[src/bhcp_pkg.sv]
// shared types and constants of the bounded hop cheapest path block
package bhcp_pkg;
	localparam int MaxNodes = 128;
	localparam int MaxEdges = 8192;
	localparam int CostBits = 24;
	localparam int NodeBits = $clog2(MaxNodes);
	localparam int EdgeBits = $clog2(MaxEdges);
	localparam int PriceBits = 16;
	localparam int OutCostBits = 24;
	localparam logic [CostBits-1:0] CostTop = {CostBits{1'b1}};

	localparam logic [1:0] RegNodeCount = 2'd0;
	localparam logic [1:0] RegSource = 2'd1;
	localparam logic [1:0] RegTarget = 2'd2;
	localparam logic [1:0] RegMaxStops = 2'd3;

	typedef struct packed {
		logic [NodeBits-1:0] from;
		logic [NodeBits-1:0] to;
		logic [PriceBits-1:0] price;
	} edge_t;

	typedef struct packed {
		logic store;
		logic init;
		logic relax;
		logic copy;
		logic report;
		logic clear;
	} cmd_t;

	typedef struct packed {
		logic node_last;
		logic edge_last;
		logic round_last;
		logic no_edges;
		logic bad_ends;
	} sts_t;
endpackage

[src/bhcp_ctrl.sv]
// sequencer of load, relaxation rounds and result
module bhcp_ctrl import bhcp_pkg::*; (
	input  logic clk,
	input  logic arst_n,
	input  logic in_fire,
	input  logic in_last,
	input  logic out_fire,
	input  sts_t sts,
	output cmd_t cmd,
	output logic in_ready,
	output logic out_valid
);
	typedef enum logic [6:0] {
		S_LOAD = 7'b0000001, S_INIT = 7'b0000010, S_RELAX = 7'b0000100,
		S_DRAIN = 7'b0001000, S_COPY = 7'b0010000, S_TGT = 7'b0100000,
		S_OUT = 7'b1000000
	} state_t;
	state_t state_q;
	logic [1:0] drain_q;
	logic out_valid_q;
	logic res_load;

	// result moves into the output register once that register is free
	assign res_load = state_q == S_OUT && (!out_valid_q || out_fire);

	always_ff @(posedge clk or negedge arst_n) begin
		if (!arst_n) begin
			state_q <= S_LOAD;
			drain_q <= '0;
			out_valid_q <= 1'b0;
		end else begin
			if (res_load)
				out_valid_q <= 1'b1;
			else if (out_fire)
				out_valid_q <= 1'b0;
			case (state_q)
			S_LOAD: if (in_fire && in_last)
				state_q <= sts.bad_ends ? S_TGT : S_INIT;
			S_INIT: if (sts.node_last)
				state_q <= S_RELAX;
			S_RELAX: begin
				drain_q <= '0;
				if (sts.edge_last)
					state_q <= S_DRAIN;
			end
			S_DRAIN: begin
				drain_q <= drain_q + 1'b1;
				if (drain_q == 2'd2)
					state_q <= S_COPY;
			end
			S_COPY: if (sts.node_last)
				state_q <= sts.round_last ? S_TGT : S_RELAX;
			S_TGT: state_q <= S_OUT;
			S_OUT: if (res_load)
				state_q <= S_LOAD;
			default: state_q <= S_LOAD;
			endcase
		end
	end

	always_comb begin
		cmd = '0;
		cmd.store = in_fire;
		cmd.init = state_q == S_INIT;
		cmd.relax = state_q == S_RELAX && !sts.no_edges;
		cmd.copy = state_q == S_COPY;
		cmd.clear = res_load;
		cmd.report = res_load;
	end
	assign in_ready = state_q == S_LOAD;
	assign out_valid = out_valid_q;
endmodule

[config.mk]
export PLATFORM = sky130hd
export DESIGN_NAME = bhcp_ctrl
export DESIGN_NICKNAME = d
export VERILOG_FILES = /design/src/bhcp_pkg.sv /design/src/bhcp_ctrl.sv
export SDC_FILE = /design/constraint.sdc
export NUM_CORES = 1
export LEC_CHECK = 0
export ABC_AREA = 1
export BUFFER_PORTS_ARGS = -buffer_cell sky130_fd_sc_hd__buf_4
export CAP_MARGIN = 0
export CORE_MARGIN = 2
export CORE_UTILIZATION = 46
export CTS_CLUSTER_SIZE = 40
export DETAILED_ROUTE_END_ITERATION = 8
export PLACE_DENSITY = 0.73
export SETUP_SLACK_MARGIN = 0.2
export SYNTH_ARGS = -nofsm -noshare
export SYNTH_HDL_FRONTEND = slang
export SYNTH_SLANG_ARGS = --single-unit
[constraint.sdc]
create_clock -name clk -period 1.25 [get_ports clk]
set_input_delay 0.25 -clock clk [delete_from_list [all_inputs] [get_ports clk]]
set_output_delay 0.25 -clock clk [all_outputs]
set_load 0.005 [all_outputs]
==> results.txt, run 1 <==
Core Footprint: 1510 sq um
Number of nets with antenna violations after routing: 0
Drt pass-1 iters: 4
Placer Congestion: 0.794
Worst Path Required: 1.00 ns
Layout cells sized above 1: 0.650
CP Launch Point: state_q[0]
Pin count of the biggest net entering global routing: 11
Unrepaired setup endpoints after global routing: true
Worst-path clk slew: 0.07 ns
Synth Warn #: 0
Post-Route WL: 2.19 mm
Setup WS pre-CTS: -0.101 ns
Flop2flop setup slack: -0.32 ns
Global Route Usage Sum: 0.212
Max_slew headroom: 0.738
RR Startpoint: state_q[0]
H-Tree Depth: 1
Failing checks: negative setup slack
Min Hold Slack: 0.160 ns
Worst skew pair latency: 0.27 ns
Avg WL per Cell: 14.1 um
Hold_sp: out_fire
Power Dens Cells: 2180 nW/um^2
Worst Setup Start Kind: flop
Crit path time final: 1.60 ns
FP Rows: 14
Status: complete, but fails checks
Fin crit share: 1.28
Commonest cells after routing, fill and taps aside: buf_4 (29), nand2_1 (14)
Antenna cells: 0
Root buffer cell: clkbuf_4
Largest fanout on the critical path: 3
Cell Area, Synth: 743 sq um
Kind of critical path: reg -> out
Min-Delay Path Depth: 2
Sink Count: 10
Drt via density: 5.20
Die Area: 1950 sq um
Vias in the first global route: 727
Post-synthesis cell type count: 22
Commonest non-fill, non-tap cell in the layout: buf_4
Chip height: 44.2 um
Arr. time, crit path: 1.35 ns
Peak Freq: 0.627 GHz
Pleak: 0.619 nW
Dpl cells: 135
Net count after synthesis: 112
Transition time of the tightest slew-check pin: 0.391 ns
Max Root-Sink Buffers: 2
Slew Viols, Final: 0
Io pins: 18
Synth Area per Inst: 7.36 sq um
Gr ovfl total: 0
Final std cells w/o fill: 156
Post-Route Skew: 0.00696 ns
Horiz. Die Dim: 44.2 um
Sequential area share after synthesis: 0.338
Crit. End Element: output port
Hold-critical path endpoint: out_valid
DRT iter0 DRCs: 17
Max_cap viols: 0
Hold Vio Cnt, Final: 0
Initial Utilization: 0.493
I/O Buffers: 17
Initial antenna violation count: 0
Nets@finish: 152
Setup TNS: -3.54 ns
Maximum vdd drop: 1.34 mV
CTS tree: built
Cells after Synth: 101
DRC violations left: 0
Global-route wire length before repair: 2.96 mm
Final worst slack: -0.345 ns
HPWL after DPL: 1.23 mm
R2R cell count: 10
Synth Register Bits: 10
Total CTS buffers: 3
Worst r2r dst: state_q[3]
Vias post-DR: 811
Hold crit path type: in -> reg
Area Growth Syn to Fin: 64.6%
Setup violation total in the final timing report: 14
[registers in the layout, summed over array words and instances, names as in the netlist]
signal / cells
state_q: 7
drain_q: 2
out_valid: 1
[metal layers]
metal / GRT usage / wire length [um]
met1: 0.255 / 806
met2: 0.379 / 1230
met3: 0.0245 / 117
met4: 0.0909 / 40
met5: 0 / 0
[final cells by class]
| cell class | instances | area, sq um |
|---|---|---|
| multi-input combinational | 73 | 548 |
| timing repair buffer | 38 | 318 |
| fill | 87 | 283 |
| sequential | 10 | 253 |
| inverter | 15 | 58.8 |
| clock buffer | 4 | 26.3 |
| tap | 16 | 20.0 |
[synthesized netlist by cell type, drive strengths merged]
library cell,count,share of area
nor2,23,0.17
dfrtp,9,0.30
o21ai,6,0.045
buf,3,0.030
nand2,30,0.20
nand3,8,0.067
nand3b,3,0.040
nor3,1,0.0067
a22o,1,0.012
dfstp,1,0.035
ha,1,0.017
inv,15,0.076
[report_power, final]
part / internal, W / leakage [nW] / switching [W] / total (W)
combinational: 0.000885 / 0.472 / 0.00102 / 0.00190
sequential: 0.000433 / 0.133 / 0.0000967 / 0.000530
clock: 0.000124 / 0.0150 / 0.000115 / 0.000239
[worst max path at each step]
stage / to
finish: in_ready
global route: state_q[1]
CTS: cmd[1]
detailed placement: cmd[1]
global placement: cmd[3]
floorplan: state_q[3]
[per-stage QoR]
stage	total power, W	utilization	cell area [sq um]
floorplan	0.00130	-	748
global placement	0.00162	0.600	903
detailed placement	0.00165	0.600	903
CTS	0.00222	0.713	1070
global route	0.00283	0.812	1220
finish	0.00267	0.812	1220
[cell families (layout without fill, tap and decap cells)]
group / count (synthesis) / in the layout / share of synthesized area
fa+ha+maj: 1 / 1 / 0.0168
compound gates: 7 / 7 / 0.0572
flops: 10 / 10 / 0.338
buf+inv: 18 / 57 / 0.106
simple gates: 65 / 65 / 0.481
[critical path: stages (launching register included)]
cell and delay [ns]:
dfstp_2 0.57, inv_2 0.07, nor2_2 0.11, nand2_2 0.08, nor2_4 0.14, buf_6 0.11
[what timing repair did]
| action | 4_1_cts | 5_1_grt |
|---|---|---|
| setup buffers | 10 | 6 |
| endpoints found under the setup margin | 15 | 17 |
| endpoints found under the hold margin | 9 | 0 |
| resized for setup | 15 | 33 |
| hold buffers | 1 | 0 |
| pin swaps | 6 | 18 |
Power figures use the tool's default switching activity.
==> inputs of run 2 (changes only) <==
--- a/config.mk
+++ b/config.mk
@@ -12,7 +12,7 @@
 export CORE_UTILIZATION = 46
 export CTS_CLUSTER_SIZE = 40
 export DETAILED_ROUTE_END_ITERATION = 8
-export PLACE_DENSITY = 0.73
+export PLACE_DENSITY = 0.83
 export SETUP_SLACK_MARGIN = 0.2
 export SYNTH_ARGS = -nofsm -noshare
 export SYNTH_HDL_FRONTEND = slang
==> run 2 against run 1 <==
  * The flow still finishes with violations (negative setup slack)
  * Clock skew is 0.0017 ns lower
  * Power is 1.7% higher
  * Count of clock-buffer cells in the layout stayed put
  * Cell count is 0.64% lower
  * Critical path depth is 1 higher
  * Wire length is 3.6% lower
  * Sequential share of layout area is 0.68 points higher
  * Register-to-register slack better by 0.05 ns
  * Combinational power hardly changed
  * Die area stayed put
  * Critical path type unchanged
  * Critical endpoint is now cmd[4]
  * Largest cell class unchanged
  * Highest routed layer unchanged
==> results.txt, run 2 (same netlist as run 1, synthesis figures left out) <==
Power Dens Cells: 2290 nW/um^2 (was 2180 nW/um^2)
Number of nets with antenna violations after routing: 0 (unchanged)
Post-Route Skew: 0.00530 ns (was 0.00696 ns)
HPWL after DPL: 1.31 mm (was 1.23 mm)
Peak Freq: 0.636 GHz (was 0.627 GHz)
Horiz. Die Dim: 44.2 um (unchanged)
Core Footprint: 1510 sq um (unchanged)
Post-Route WL: 2.11 mm (was 2.19 mm)
Layout cells sized above 1: 0.626 (was 0.650)
CTS tree: built (unchanged)
R2R cell count: 10 (unchanged)
Drt pass-1 iters: 4 (unchanged)
Status: complete, but fails checks (unchanged)
FP Rows: 14 (unchanged)
RR Startpoint: state_q[0] (unchanged)
Flop2flop setup slack: -0.27 ns (was -0.32 ns)
Pin count of the biggest net entering global routing: 11 (unchanged)
Crit path time final: 1.57 ns (was 1.60 ns)
Max_cap viols: 0 (unchanged)
Vias post-DR: 817 (was 811)
Final worst slack: -0.323 ns (was -0.345 ns)
Total Power: 0.00272 W (was 0.00267 W)
Vias in the first global route: 790 (was 727)
Max_slew headroom: 0.788 (was 0.738)
Arr. time, crit path: 1.32 ns (was 1.35 ns)
Io pins: 18 (unchanged)
Worst Path Required: 1.00 ns (about the same)
Placer Congestion: 0.816 (was 0.794)
Max Root-Sink Buffers: 2 (unchanged)
Root buffer cell: clkbuf_4 (unchanged)
Cell with the largest stage delay on the worst path: dfrtp_1 (was dfstp_2)
Total CTS buffers: 3 (unchanged)
DRC violations left: 0 (unchanged)
Largest register by flop count: state_q (unchanged)
Initial Utilization: 0.493 (unchanged)
CP peak stage delay: 0.43 ns (was 0.57 ns)
Avg WL per Cell: 13.6 um (was 14.1 um)
Max FFs per register: 7 (unchanged)
Unrepaired setup endpoints after global routing: true (unchanged)
Worst skew pair latency: 0.27 ns (about the same)
Commonest non-fill, non-tap cell in the layout: buf_4 (unchanged)
Worst-path clk slew: 0.07 ns (about the same)
Cell Chain, Critical Path: inv_2, buf_4, nor2_2, nand2_1, nor2_2, buf_4 (was inv_2, nor2_2, nand2_2, nor2_4, buf_6)
Kind of critical path: reg -> out (unchanged)
Die Area: 1950 sq um (unchanged)
Slew Viols, Final: 0 (unchanged)
Crit. End Element: output port (unchanged)
Transition time of the tightest slew-check pin: 0.317 ns (was 0.391 ns)
H-Tree Depth: 1 (unchanged)
Maximum vdd drop: 1.26 mV (was 1.34 mV)
Global-route wire length before repair: 3.33 mm (was 2.96 mm)
Area Growth Syn to Fin: 59.4% (was 64.6%)
Worst Setup Start Kind: flop (unchanged)
Min-Delay Path Depth: 2 (unchanged)
Initial antenna violation count: 0 (unchanged)
Sink Count: 10 (unchanged)
Global Route Usage Sum: 0.240 (was 0.212)
Largest fanout on the critical path: 4 (was 3)
Setup WS pre-CTS: -0.0999 ns (was -0.101 ns)
Antenna cells: 0 (unchanged)
Hold Vio Cnt, Final: 0 (unchanged)
Pleak: 0.600 nW (was 0.619 nW)
Fin crit share: 1.26 (was 1.28)
Drt via density: 5.27 (was 5.20)
I/O Buffers: 17 (unchanged)
Setup violation total in the final timing report: 13 (was 14)
Chip height: 44.2 um (unchanged)
Commonest cells after routing, fill and taps aside: buf_4 (31), nand2_1 (16) (was buf_4 (29), nand2_1 (14))
CP Launch Point: state_q[1] (was state_q[0])
Gr ovfl total: 0 (unchanged)
Min Hold Slack: 0.205 ns (was 0.160 ns)
Nets@finish: 151 (was 152)
Hold_sp: out_fire (unchanged)
Hold crit path type: in -> reg (unchanged)
Failing checks: negative setup slack (unchanged)
DRT iter0 DRCs: 15 (was 17)
## run 2: worst paths after layout
| check | end |
|---|---|
| worst min register to register | drain_q[0] |
| worst max register to register | state_q[1] |
| worst min-delay path | out_valid |
| max in group asynchronous | state_q[0] |
| min in group asynchronous | state_q[1] |
| worst max-delay path | cmd[4] |
## run 2: stage by stage
| step | area (sq um) | instances | setup TNS [ns] | utilization |
|---|---|---|---|---|
| floorplan | 748 | 101 | -0.0330 | - |
| global placement | 903 | 135 | -0.547 | 0.600 |
| detailed placement | 903 | 135 | -0.695 | 0.600 |
| CTS | 1110 | 150 | -2.58 | 0.737 |
| global route | 1180 | 155 | -3.97 | 0.787 |
| finish | 1180 | 155 | -3.13 | 0.787 |
## run 2: power breakdown
group	leakage, nW	switching (W)	internal [W]	total, W
clock	0.0210	0.000114	0.000177	0.000291
combinational	0.446	0.000994	0.000900	0.00189
sequential	0.132	0.0000998	0.000433	0.000532
## run 2: what timing repair did
item                                    in CTS  in global routing
endpoints found under the setup margin      16                 17
hold endpoints to repair                     9                  0
pin swaps                                   15                  9
hold buffers                                 1                  0
resized for setup                           26                 11
buffers inserted                            10                  5
## run 2: cell type report
class                           instances  area [sq um]
Multi-Input combinational cell         73           518
Fill cell                              92           322
Timing Repair Buffer                   37           299
Sequential cell                        10           253
Inverter                               15          58.8
Clock buffer                            4          36.3
Tap cell                               16          20.0
## run 2: critical path, delay by kind of cell (launching register included)
family,cells,cell delay (ns)
flip-flops,1,0.43
AND/OR/NAND/NOR,3,0.30
buffers and inverters,3,0.32
## run 2: per-layer routing
metal	vias to the layer above	GRT usage	part of all wire
li1	385	-	-
met1	387	0.279	0.40
met2	32	0.409	0.50
met3	13	0.0367	0.048
met4	0	0.152	0.046
met5	-	0	0
